`config.mk`:
```
export PLATFORM = sky130hd
export DESIGN_NAME = frame_buffer_mailbox_manager_core
export DESIGN_NICKNAME = d
export VERILOG_FILES = /design/src/rtl/fbmm_pkg.sv /design/src/rtl/frame_buffer_mailbox_manager_core.sv /design/src/rtl/fbmm_ram.sv /design/src/rtl/fbmm_scan.sv
export SDC_FILE = /design/constraint.sdc
export NUM_CORES = 1
export LEC_CHECK = 0
export BUFFER_PORTS_ARGS = -buffer_cell sky130_fd_sc_hd__buf_2
export CAP_MARGIN = 20
export CORE_AREA = 3 3 143 145
export CTS_CLUSTER_DIAMETER = 40
export DETAILED_ROUTE_END_ITERATION = 8
export DIE_AREA = 0 0 146 148
export HOLD_SLACK_MARGIN = 0.15
export PLACE_DENSITY = 0.45
export SETUP_SLACK_MARGIN = 0.02
export SYNTH_ARGS = -nofsm -noshare
export SYNTH_HDL_FRONTEND = slang
export SYNTH_HIERARCHICAL = 1
export SYNTH_SLANG_ARGS = --single-unit
```
`constraint.sdc`:
```
create_clock -name clock -period 7.75 [get_ports clock]
set_input_delay 1.1625 -clock clock [delete_from_list [all_inputs] [get_ports clock]]
set_output_delay 1.1625 -clock clock [all_outputs]
set_load 0.005 [all_outputs]
```
`src/rtl/fbmm_pkg.sv`:
```
`default_nettype none
// ----------------------------------------------------------------------------
// fbmm_pkg
// Shared types and codes for the frame buffer mailbox manager.
// ----------------------------------------------------------------------------
package fbmm_pkg;

   localparam int KIND_W    = 2;
   localparam int DISPLAY_W = 4;
   localparam int STATUS_W  = 3;
   localparam int SERVED_W  = 2;
   localparam int INDEX_W   = 2;

   localparam logic [KIND_W-1:0] KIND_ACQUIRE = 2'd0;
   localparam logic [KIND_W-1:0] KIND_PRESENT = 2'd1;
   localparam logic [KIND_W-1:0] KIND_CONSUME = 2'd2;

   localparam logic [STATUS_W-1:0] STATUS_OK           = 3'd0;
   localparam logic [STATUS_W-1:0] STATUS_FREE_EMPTY   = 3'd1;
   localparam logic [STATUS_W-1:0] STATUS_HELD         = 3'd2;
   localparam logic [STATUS_W-1:0] STATUS_NOT_ACQUIRED = 3'd3;
   localparam logic [STATUS_W-1:0] STATUS_BAD_DISPLAY  = 3'd4;
   localparam logic [STATUS_W-1:0] STATUS_NO_FRAME     = 3'd5;

   typedef enum logic [1:0] {
      ST_IDLE,
      ST_READ,
      ST_FETCH
   } state_type;

endpackage
`default_nettype wire

```
`src/rtl/frame_buffer_mailbox_manager_core.sv`:
```
`default_nettype none
// ----------------------------------------------------------------------------
// frame_buffer_mailbox_manager_core
// Per-display buffer mailbox: free list, acquired slot and present slot.
// ----------------------------------------------------------------------------
// A command is taken when start is high and busy is low; its result shows on
// the rsp_ ports for exactly one cycle with rsp_valid high, and the receiver
// cannot stall it. Present, consume and a refused acquire pass through the read
// state only, and a granted acquire also passes through the fetch state: every
// command reads the display record memory once, and a granted acquire then
// reads the free-list memory for the popped index. Both memories start in
// their reset contents through per-entry valid bits, so no clearing pass runs
// after reset.
// ----------------------------------------------------------------------------
module frame_buffer_mailbox_manager_core
   import fbmm_pkg::*;
#(
   parameter int NUM_DISPLAYS        = 4,
   parameter int BUFFERS_PER_DISPLAY = 4
) (
   input  wire logic                 clock,
   input  wire logic                 reset,
   input  wire logic                 start,
   output logic                      busy,
   input  wire logic [KIND_W-1:0]    req_kind,
   input  wire logic [DISPLAY_W-1:0] req_display,
   output logic                      rsp_valid,
   output logic      [STATUS_W-1:0]  rsp_status,
   output logic      [SERVED_W-1:0]  rsp_served_display,
   output logic      [INDEX_W-1:0]   rsp_frame_index,
   output logic                      rsp_dropped,
   output logic      [INDEX_W-1:0]   rsp_dropped_index
);

   localparam int DW       = (NUM_DISPLAYS > 1) ? $clog2(NUM_DISPLAYS) : 1;
   localparam int BW       = $clog2(BUFFERS_PER_DISPLAY);
   localparam int CW       = $clog2(BUFFERS_PER_DISPLAY + 1);
   localparam int FL_DEPTH = NUM_DISPLAYS * BUFFERS_PER_DISPLAY;
   localparam int FLA_W    = $clog2(FL_DEPTH);

   typedef struct packed {
      logic [BW-1:0] head;
      logic [CW-1:0] count;
      logic          acq_valid;
      logic [BW-1:0] acq_slot;
      logic [BW-1:0] pres_slot;
   } rec_type;

   localparam int REC_W = $bits(rec_type);

   localparam rec_type REC_RESET = '{
      head:      '0,
      count:     CW'(BUFFERS_PER_DISPLAY),
      acq_valid: 1'b0,
      acq_slot:  '0,
      pres_slot: '0
   };

   function automatic logic [FLA_W-1:0] fl_addr(input logic [DW-1:0] d,
                                                 input logic [BW-1:0] p);
      fl_addr = FLA_W'(int'(d) * BUFFERS_PER_DISPLAY + int'(p));
   endfunction

   function automatic logic [BW-1:0] fl_tail(input logic [BW-1:0] h,
                                              input logic [CW-1:0] c);
      logic [CW:0] sum;
      sum = (CW + 1)'(h) + (CW + 1)'(c);
      if (sum >= (CW + 1)'(BUFFERS_PER_DISPLAY)) begin
         sum = sum - (CW + 1)'(BUFFERS_PER_DISPLAY);
      end
      fl_tail = sum[BW-1:0];
   endfunction

   state_type state_ff, state_in;

   logic                    accept;
   logic                    consume_ff;
   logic                    acquire_ff;
   logic                    bad_ff;
   logic                    found_ff;
   logic [DW-1:0]           tgt_ff;
   logic [DW-1:0]           tgt;
   logic                    rec_ok_ff;
   logic                    fl_ok_ff;
   logic [BW-1:0]           fl_pos_ff;
   logic [DW-1:0]           scan_ptr_ff, scan_ptr_in;
   logic [NUM_DISPLAYS-1:0] pres_valid_ff;
   logic [NUM_DISPLAYS-1:0] rec_valid_ff;
   logic [FL_DEPTH-1:0]     fl_valid_ff;

   logic          scan_found;
   logic [DW-1:0] scan_index;

   logic [REC_W-1:0] rec_rd_data;
   rec_type          rec_cur;
   logic             rec_wr_en;
   rec_type          rec_wr_data;

   logic             fl_wr_en;
   logic [FLA_W-1:0] fl_wr_addr;
   logic [BW-1:0]    fl_wr_data;
   logic             fl_rd_en;
   logic [FLA_W-1:0] fl_rd_addr;
   logic [BW-1:0]    fl_rd_data;
   logic [BW-1:0]    fl_value;

   logic pres_set;
   logic pres_clr;
   logic acq_go;

   logic                rsp_valid_ff, rsp_valid_in;
   logic [STATUS_W-1:0] rsp_status_ff, rsp_status_in;
   logic [SERVED_W-1:0] rsp_served_ff, rsp_served_in;
   logic [INDEX_W-1:0]  rsp_bidx_ff, rsp_bidx_in;
   logic                rsp_drop_ff, rsp_drop_in;
   logic [INDEX_W-1:0]  rsp_didx_ff, rsp_didx_in;

   assign busy   = (state_ff != ST_IDLE);
   assign accept = start && (state_ff == ST_IDLE);

   fbmm_scan #(
      .NUM_DISPLAYS(NUM_DISPLAYS)
   ) u_scan (
      .present_valid(pres_valid_ff),
      .scan_ptr     (scan_ptr_ff),
      .found        (scan_found),
      .index        (scan_index)
   );

   assign tgt = req_kind[1] ? scan_index : req_display[DW-1:0];

   fbmm_ram #(
      .WIDTH(REC_W),
      .DEPTH(NUM_DISPLAYS)
   ) u_rec_ram (
      .clock     (clock),
      .wr_en     (rec_wr_en),
      .wr_addr   (tgt_ff),
      .wr_data   (rec_wr_data),
      .rd_en     (accept),
      .rd_addr   (tgt),
      .rd_data_ff(rec_rd_data)
   );

   fbmm_ram #(
      .WIDTH(BW),
      .DEPTH(FL_DEPTH)
   ) u_fl_ram (
      .clock     (clock),
      .wr_en     (fl_wr_en),
      .wr_addr   (fl_wr_addr),
      .wr_data   (fl_wr_data),
      .rd_en     (fl_rd_en),
      .rd_addr   (fl_rd_addr),
      .rd_data_ff(fl_rd_data)
   );

   assign rec_cur  = rec_ok_ff ? rec_type'(rec_rd_data) : REC_RESET;
   assign fl_value = fl_ok_ff ? fl_rd_data : fl_pos_ff;
   assign acq_go   = acquire_ff && !bad_ff && (rec_cur.count != '0) && !rec_cur.acq_valid;

   always_comb begin
      state_in = state_ff;
      unique case (state_ff)
         ST_IDLE: begin
            if (accept) begin
               state_in = ST_READ;
            end
         end
         ST_READ: begin
            state_in = acq_go ? ST_FETCH : ST_IDLE;
         end
         ST_FETCH: begin
            state_in = ST_IDLE;
         end
         default: begin
            state_in = ST_IDLE;
         end
      endcase
   end

   always_comb begin
      rec_wr_en     = 1'b0;
      rec_wr_data   = rec_cur;
      fl_wr_en      = 1'b0;
      fl_wr_addr    = fl_addr(tgt_ff, fl_tail(rec_cur.head, rec_cur.count));
      fl_wr_data    = rec_cur.pres_slot;
      fl_rd_en      = 1'b0;
      fl_rd_addr    = fl_addr(tgt_ff, rec_cur.head);
      pres_set      = 1'b0;
      pres_clr      = 1'b0;
      scan_ptr_in   = scan_ptr_ff;
      rsp_valid_in  = 1'b0;
      rsp_status_in = STATUS_OK;
      rsp_served_in = '0;
      rsp_bidx_in   = '0;
      rsp_drop_in   = 1'b0;
      rsp_didx_in   = '0;
      unique case (state_ff)
         ST_READ: begin
            if (consume_ff) begin
               rsp_valid_in = 1'b1;
               if (!found_ff) begin
                  rsp_status_in = STATUS_NO_FRAME;
               end else begin
                  rsp_served_in = SERVED_W'(tgt_ff);
                  rsp_bidx_in   = INDEX_W'(rec_cur.pres_slot);
                  pres_clr      = 1'b1;
                  scan_ptr_in   = tgt_ff;
                  if (rec_cur.count < CW'(BUFFERS_PER_DISPLAY)) begin
                     fl_wr_en          = 1'b1;
                     rec_wr_en         = 1'b1;
                     rec_wr_data.count = rec_cur.count + CW'(1);
                  end
               end
            end else if (bad_ff) begin
               rsp_valid_in  = 1'b1;
               rsp_status_in = STATUS_BAD_DISPLAY;
            end else if (acquire_ff) begin
               rsp_served_in = SERVED_W'(tgt_ff);
               if (rec_cur.count == '0) begin
                  rsp_valid_in  = 1'b1;
                  rsp_status_in = STATUS_FREE_EMPTY;
               end else if (rec_cur.acq_valid) begin
                  rsp_valid_in  = 1'b1;
                  rsp_status_in = STATUS_HELD;
               end else begin
                  fl_rd_en = 1'b1;
               end
            end else begin
               rsp_valid_in  = 1'b1;
               rsp_served_in = SERVED_W'(tgt_ff);
               if (!rec_cur.acq_valid) begin
                  rsp_status_in = STATUS_NOT_ACQUIRED;
               end else begin
                  rsp_bidx_in           = INDEX_W'(rec_cur.acq_slot);
                  rec_wr_en             = 1'b1;
                  rec_wr_data.acq_valid = 1'b0;
                  rec_wr_data.acq_slot  = '0;
                  rec_wr_data.pres_slot = rec_cur.acq_slot;
                  pres_set              = 1'b1;
                  if (pres_valid_ff[tgt_ff]) begin
                     rsp_drop_in = 1'b1;
                     rsp_didx_in = INDEX_W'(rec_cur.pres_slot);
                     if (rec_cur.count < CW'(BUFFERS_PER_DISPLAY)) begin
                        fl_wr_en          = 1'b1;
                        rec_wr_data.count = rec_cur.count + CW'(1);
                     end
                  end
               end
            end
         end
         ST_FETCH: begin
            rsp_valid_in          = 1'b1;
            rsp_served_in         = SERVED_W'(tgt_ff);
            rsp_bidx_in           = INDEX_W'(fl_value);
            rec_wr_en             = 1'b1;
            rec_wr_data.acq_valid = 1'b1;
            rec_wr_data.acq_slot  = fl_value;
            rec_wr_data.count     = rec_cur.count - CW'(1);
            rec_wr_data.head      = (rec_cur.head == BW'(BUFFERS_PER_DISPLAY - 1)) ?
                                    '0 : rec_cur.head + BW'(1);
         end
         default: begin
         end
      endcase
   end

   always_ff @(posedge clock) begin
      if (reset) begin
         state_ff      <= ST_IDLE;
         scan_ptr_ff   <= '0;
         pres_valid_ff <= '0;
         rec_valid_ff  <= '0;
         fl_valid_ff   <= '0;
         rsp_valid_ff  <= 1'b0;
      end else begin
         state_ff     <= state_in;
         scan_ptr_ff  <= scan_ptr_in;
         rsp_valid_ff <= rsp_valid_in;
         if (pres_set) begin
            pres_valid_ff[tgt_ff] <= 1'b1;
         end else if (pres_clr) begin
            pres_valid_ff[tgt_ff] <= 1'b0;
         end
         if (rec_wr_en) begin
            rec_valid_ff[tgt_ff] <= 1'b1;
         end
         if (fl_wr_en) begin
            fl_valid_ff[fl_wr_addr] <= 1'b1;
         end
      end
   end

   always_ff @(posedge clock) begin
      if (accept) begin
         consume_ff <= req_kind[1];
         acquire_ff <= (req_kind == KIND_ACQUIRE);
         bad_ff     <= (32'(req_display) >= NUM_DISPLAYS);
         found_ff   <= scan_found;
         tgt_ff     <= tgt;
         rec_ok_ff  <= rec_valid_ff[tgt];
      end
      if (fl_rd_en) begin
         fl_ok_ff  <= fl_valid_ff[fl_rd_addr];
         fl_pos_ff <= rec_cur.head;
      end
      rsp_status_ff <= rsp_status_in;
      rsp_served_ff <= rsp_served_in;
      rsp_bidx_ff   <= rsp_bidx_in;
      rsp_drop_ff   <= rsp_drop_in;
      rsp_didx_ff   <= rsp_didx_in;
   end

   assign rsp_valid          = rsp_valid_ff;
   assign rsp_status         = rsp_status_ff;
   assign rsp_served_display = rsp_served_ff;
   assign rsp_frame_index    = rsp_bidx_ff;
   assign rsp_dropped        = rsp_drop_ff;
   assign rsp_dropped_index  = rsp_didx_ff;

   a_accept_busy: assert property (@(posedge clock) disable iff (reset)
      accept |=> busy)
      else $error("Accepted transfer did not raise busy.");

   a_result_idle: assert property (@(posedge clock) disable iff (reset)
      rsp_valid |-> (state_ff == ST_IDLE))
      else $error("Result strobe while a command is still in progress.");

   a_fetch_order: assert property (@(posedge clock) disable iff (reset)
      (state_ff == ST_FETCH) |-> ($past(state_ff) == ST_READ))
      else $error("Free-list fetch without a preceding record read.");

   a_count_bound: assert property (@(posedge clock) disable iff (reset)
      rec_wr_en |-> (rec_wr_data.count <= CW'(BUFFERS_PER_DISPLAY)))
      else $error("Free-list count exceeds the buffer count.");

   a_drop_ok: assert property (@(posedge clock) disable iff (reset)
      rsp_valid && rsp_dropped |-> (rsp_status == STATUS_OK))
      else $error("Dropped frame reported on a failed command.");

endmodule
`default_nettype wire

```
`src/rtl/fbmm_ram.sv`:
```
`default_nettype none
// ----------------------------------------------------------------------------
// fbmm_ram
// Generic single-write, single-read RAM with a registered read port.
// ----------------------------------------------------------------------------
module fbmm_ram #(
   parameter int WIDTH = 8,
   parameter int DEPTH = 16,
   localparam int AW = (DEPTH > 1) ? $clog2(DEPTH) : 1
) (
   input  wire logic             clock,
   input  wire logic             wr_en,
   input  wire logic [AW-1:0]    wr_addr,
   input  wire logic [WIDTH-1:0] wr_data,
   input  wire logic             rd_en,
   input  wire logic [AW-1:0]    rd_addr,
   output logic      [WIDTH-1:0] rd_data_ff
);

   logic [WIDTH-1:0] mem_ff [DEPTH];

   always_ff @(posedge clock) begin
      if (wr_en) begin
         mem_ff[wr_addr] <= wr_data;
      end
      if (rd_en) begin
         rd_data_ff <= mem_ff[rd_addr];
      end
   end

endmodule
`default_nettype wire

```
`src/rtl/fbmm_scan.sv`:
```
`default_nettype none
// ----------------------------------------------------------------------------
// fbmm_scan
// Round-robin search for the first display with a presented frame,
// starting at the scan pointer.
// ----------------------------------------------------------------------------
module fbmm_scan
   import fbmm_pkg::*;
#(
   parameter int NUM_DISPLAYS = 4,
   localparam int DW = (NUM_DISPLAYS > 1) ? $clog2(NUM_DISPLAYS) : 1
) (
   input  wire logic [NUM_DISPLAYS-1:0] present_valid,
   input  wire logic [DW-1:0]           scan_ptr,
   output logic                         found,
   output logic      [DW-1:0]           index
);

   always_comb begin
      logic [DW:0] pos;
      found = 1'b0;
      index = '0;
      for (int off = NUM_DISPLAYS - 1; off >= 0; off--) begin
         pos = (DW + 1)'(scan_ptr) + (DW + 1)'(off);
         if (pos >= (DW + 1)'(NUM_DISPLAYS)) begin
            pos = pos - (DW + 1)'(NUM_DISPLAYS);
         end
         if (present_valid[pos[DW-1:0]]) begin
            found = 1'b1;
            index = pos[DW-1:0];
         end
      end
   end

endmodule
`default_nettype wire

```
# == After elaboration in Yosys (flattened, before gate mapping) ==
# Memory sizes are Yosys's and may differ from the RTL's. A register that Yosys moved wholly into a read port is not among the register bits.
# Index checks and enable logic that the tools add are counted.
# word_totals
wordCells,181
ram_bits,72
output_inout_bits,12
inputBits,9
reg_bits,49
memories,2
# op_classes
bitwise,8
n_eq_ne,4
addsub,14
n_lt_le_gt_ge,17
muxes,99
reduce_logical,18
# mem_list
memory,words,width,rd,rd_ports_with_merged_regs,write_ports,line_no,rtl
u_rec_ram.mem_ff,4,10,1,1,1,fbmm_ram.sv:20,logic [WIDTH-1:0] mem_ff [DEPTH];
u_fl_ram.mem_ff,16,2,1,1,1,fbmm_ram.sv:20,
# op_table
op,count
$mux W2,27
$mux W1,42
$mux W3,8
$mux W8,3
$lt A2 B3 Y1 const B,6
$or A16 B16 Y16,1
$bmux W1 S2,6
$pmux W2 S2,3
$pmux W6 S2,1
$lt A4 B5 Y1 const B,2
$mux W10,1
$sub A2 B1 Y2 const B,5
$ge A3 B3 Y1 const B,3
$add A4 B2 Y4,2
$ge A4 B3 Y1 const B,2
$mux W4,2
$or A4 B4 Y4,2
$add A2 B2 Y3 const B,2
$logic_and A1 B1 Y1,6
$reduce_or A6 Y1,1
$mux W5,1
$reduce_or A5 Y1,1
$add A2 B3 Y4,1
$and A4 B4 Y4,1
24 further kinds,31

# == Logic depth before layout (Yosys ltp) ==
# logic_depth
ltp_word,12
depth_mapped,9
mapped_depth_nobuf,7

# == Cells and area by module ==
# The synthesis kept the hierarchy.
# by_module_without_submodules
module,area_per_inst_um2,instances,cells_each,seq_area_each_um2
frame_buffer_mailbox_manager_core,2499.9,1,287,1081.0
fbmm_ram (u_rec_ram),1774.2,1,66,1501.4
fbmm_ram (u_fl_ram),1400.1,1,78,1021.0
fbmm_scan,77.6,1,13,0.0

# == Least setup slack after synthesis ==
# Ideal clock, no wire load.
# synth_timing
kind,reg-to-reg
startpoint,register acquire_ff
endpoint,"memory u_rec_ram/mem_ff[0][0] (netlist name), enable pin"
setup_slack_ns,5.166
setup_ns,0.392
t_required_ns,7.358
arrival_ns,2.192
path_buffers,1
path_stages_with_launch,7
period_less_slack_ns,2.584
cell_sequence,edfxtp_1 -> or3_1 -> buf_2 -> o22ai_1 -> a21oi_1 -> nor2_1 -> nor3b_1
# synth_via
elab_chain_cells,6
# synth_rtl
element,line_no,rtl
from (decl),frame_buffer_mailbox_manager_core.sv:78,logic acquire_ff;
from (signal assigned),frame_buffer_mailbox_manager_core.sv:298,acquire_ff <= (req_kind == KIND_ACQUIRE);
$mux W1,frame_buffer_mailbox_manager_core.sv:219,end else if (acquire_ff) begin
$mux W1,frame_buffer_mailbox_manager_core.sv:216,end else if (bad_ff) begin
$mux W1,frame_buffer_mailbox_manager_core.sv:201,if (consume_ff) begin
$pmux W1 S2,frame_buffer_mailbox_manager_core.sv:199,unique case (state_ff)
via rec_wr_en,frame_buffer_mailbox_manager_core.sv:96,logic rec_wr_en;
$mux W1,fbmm_ram.sv:23,if (wr_en) begin
$mux W1 (implied by the code),fbmm_ram.sv:24,mem_ff[wr_addr] <= wr_data;
to (decl),fbmm_ram.sv:20,
# The timed path passes the listed nets, and every way through them passes these cells.

# == Worst setup path in the final report ==
# layout_timing
startpoint,register tgt_ff[0]
endpoint,"memory u_fl_ram/mem_ff[0][1] (netlist name), enable pin"
# layout_via
elab_chain_cells,10
elab_cells_between_ends,11
classes_between,add/sub: 1; mux: 10
# layout_rtl
element,line_no,rtl
from (decl),frame_buffer_mailbox_manager_core.sv:81,logic [DW-1:0] tgt_ff;
from (signal assigned),frame_buffer_mailbox_manager_core.sv:301,tgt_ff <= tgt;
$bmux W1 S2,frame_buffer_mailbox_manager_core.sv:242,if (pres_valid_ff[tgt_ff]) begin
$mux W1 (implied by the code),frame_buffer_mailbox_manager_core.sv:242,
$mux W1,frame_buffer_mailbox_manager_core.sv:242,
$mux W1,frame_buffer_mailbox_manager_core.sv:233,if (!rec_cur.acq_valid) begin
$mux W1,frame_buffer_mailbox_manager_core.sv:219,
$mux W1,frame_buffer_mailbox_manager_core.sv:216,
$mux W1,frame_buffer_mailbox_manager_core.sv:201,
$mux W1,frame_buffer_mailbox_manager_core.sv:199,
via fl_wr_en,frame_buffer_mailbox_manager_core.sv:99,logic fl_wr_en;
$mux W1,fbmm_ram.sv:23,
$mux W1 (implied by the code),fbmm_ram.sv:24,
to (decl),fbmm_ram.sv:20,
# The timed path passes the listed nets, and every way through them passes these cells. The select of a mux whose other input is x is not followed.

==> impl_metrics.yaml <==
clock_tree:
  cts-resized-gates: 0
  cts_buffers: 17
  htreeDepth: 4
  cts_root_buf: "clkbuf_16"
  path_clk_slew_ns: 0.05
  cts_hold_buf: 0
  clock_latency_ns: 0.42
  cts.sink_count: 133
  cts_tree: "built"
  cts_buffer_depth: 2
  cts_setup_buffers: 0
pwr:
  p_per_area_mw_per_mm2: 251
  leakagePower_nw: 2.26
  peakVddDrop_uv: 121
  power_mw: 1.67
placement:
  dp_hpwl_um: 9400
  port_buffers: 20
  place_ws_ns: 4.69
  place_congestion: 0.841
synth:
  synthCells: 444
  synth.distinct_cells: 59
  syn-cell-area_mm2: 0.00575
  synthFlopType: "edfxtp_1"
  synth_seq_cells: 133
  synth.top_cell.area_share_pct: 49.1
  synth_top_area_cell: "edfxtp_1"
  netlist_top_cells_count: "94 x edfxtp_1, 39 x dfxtp_1, 39 x nor2_1, 34 x inv_1, 30 x nand2_1"
  async_reset_ff_share_pct: 0
  synth_area_leaders: "edfxtp_1 49%, dfxtp_1 14%, mux4_2 6.3%"
  synth_edf_count: 94
  yosysMostFrequentCell: "edfxtp_1"
  yosysWarningCount: 6
  syn_area_per_cell_um2: 13.0
  syn_nets: 458
  synth_seq_area_share_pct: 62.6
worst_setup_path:
  end_kind: "register"
  arrival_ns: 3.19
  startpoint_type: "register"
  worstPathMaxFanout: 23
  r2r_cells: 5
  path_class: "register to register"
  required_ns: 7.85
floorplan:
  io_pins: 21
  core_area_mm2: 0.0193
  die_y_um: 148
  dieWidth_um: 146
  initial_utilization_pct: 29.7
  dieArea_mm2: 0.0216
  num_rows: 51
detailed_routing:
  vias: 3651
  route.detailed.drc: 0
  antenna_left: 0
  drt-initial-drc-count: 284
  drtPass1Iterations: 5
  wl_per_cell_um: 19.0
  drt-total-wl_um: 14000
  via_per_inst: 4.93
finish:
  antenna_cells: 0
  fill_cells: 1882
  seq_area_mm2: 0.00360
  synthToLayoutAreaGrowth_pct: 15.9
  final_util_pct: 34.5
  final_nets: 477
  drive_gt1_share_pct: 16.8
  multi_input_area_mm2: 0.00190
grt:
  first_global_vias: 3653
  grt_overflow: 0
  grt_pass1_wl_um: 21500
  track_usage_pct: 13.5
  antenna_found_initial: 0
  grt_max_degree: 33
sta:
  setup_viol: 0
  worst_slack_ns: 4.66
  fin_crit_ns: 3.09
  slew_violations: 0
  min_period_over_period_pct: 39.9
  fin_setup_tns_ns: 0
  finalHoldViolations: 0
  tightest_slew_ns: 0.939
  clock-skew-final_ns: 0.00593
  rsz0062_at_grt: "no"
  slew_headroom_pct: 37.4
  max_clock_freq_mhz: 324
worst_hold_path:
  min_path_type: "register to register"
  hold_path_depth: 2
run_status:
  status: "complete, no violations"
flow_run:
  maxCapViolations: 0
==> placed cells by master, fill, tap and decap left out, drive strengths merged, types with 7 or more instances in the layout <==
| master | netlist | layout |
|---|---|---|
| a21oi | 15 | 15 |
| a22oi | 7 | 7 |
| buf | 11 | 21 |
| clkbuf | 10 | 24 |
| dfxtp | 39 | 39 |
| edfxtp | 94 | 94 |
| inv | 35 | 36 |
| mux2i | 12 | 12 |
| mux4 | 20 | 20 |
| nand2 | 31 | 31 |
| nand3 | 12 | 12 |
| nor2 | 39 | 39 |
| nor2b | 7 | 7 |
| nor3 | 11 | 11 |
| o21ai | 10 | 10 |
| o22ai | 24 | 24 |
==> final cells by class <==
cell class	instances	share of cell area, %
well taps	265	4.97
repair buffers	21	1.61
flip-flops and latches	133	54.0
multi-input cells	255	28.6
inverters	35	1.97
clock inverters	8	0.994
clock buffers	24	7.86
==> worst paths after layout <==
kind	startpoint	endpoint	slack (ns)
max	tgt_ff[0]	u_fl_ram/mem_ff[0][1]	4.66
min	fl_valid_ff[2]	fl_valid_ff[2]	0.47
max reg2reg	tgt_ff[0]	u_fl_ram/mem_ff[0][1]	4.66
min reg2reg	fl_valid_ff[2]	fl_valid_ff[2]	0.47
==> report_power, final <==
part | switching [mW] | internal [mW] | total [mW] | leakage [nW]
sequential | 0.0151 | 0.774 | 0.789 | 1.18
combinational | 0.0629 | 0.0335 | 0.0963 | 0.777
clock | 0.288 | 0.501 | 0.789 | 0.300
total | 0.366 | 1.31 | 1.67 | 2.26
==> worst max-delay path: stages (launching register included) <==
cell and delay (ns):
edfxtp_1 0.86, mux4_2 0.54, a41o_2 0.35, and2_2 0.23, or3b_2 0.51, nor3_1 0.26
==> per-layer routing <==
| metal | share of wire, % | vias to the layer above | track usage (%) | routed length (µm) |
|---|---|---|---|---|
| met4 | 1.6 | 0 | 4.84 | 221 |
| met1 | 45 | 1833 | 17.4 | 6300 |
| met2 | 49 | 85 | 21.9 | 6860 |
| met3 | 4.8 | 17 | 3.74 | 674 |
| met5 | 0 | - | 0 | 0 |
| li1 | - | 1716 | - | - |
==> cell families (layout without fill, tap and decap cells) <==
group                      after synthesis  count (layout)  share of synthesized area, %
DFF                                    133             133                          62.6
AOI/OAI and AO/OA                       81              81                          9.46
buffers and inverters                   56              88                          4.24
and+or+nand+nor                        133             133                          11.7
adders and majority gates                5               5                          1.09
muxes                                   33              33                          10.4
xor gates and xnor gates                 3               3                         0.457
==> sequential cells by signal (all words and copies together) (netlist names), 2 cells and up, named ones only <==
name,count
u_fl_ram/rd_data_ff,2
tgt_ff,2
u_rec_ram/mem_ff,40
fl_valid_ff,16
u_fl_ram/mem_ff,32
u_rec_ram/rd_data_ff,10
rsp_frame_index,2
rsp_dropped_index,2
state_ff,2
fl_pos_ff,2
rsp_served_display,2
rec_valid_ff,4
rsp_status,3
scan_ptr_ff,2
==> through the flow <==
| step | hold WS [ns] | cell area [µm²] | instances |
|---|---|---|---|
| floorplan | 0.448 | 5750 | 444 |
| global placement | 0.459 | 6080 | 709 |
| detailed placement | 0.467 | 6080 | 709 |
| CTS | 0.476 | 6670 | 741 |
| global route | 0.487 | 6670 | 741 |
| finish | 0.474 | 6670 | 741 |
No activity file was read; power rests on OpenSTA's default activity.
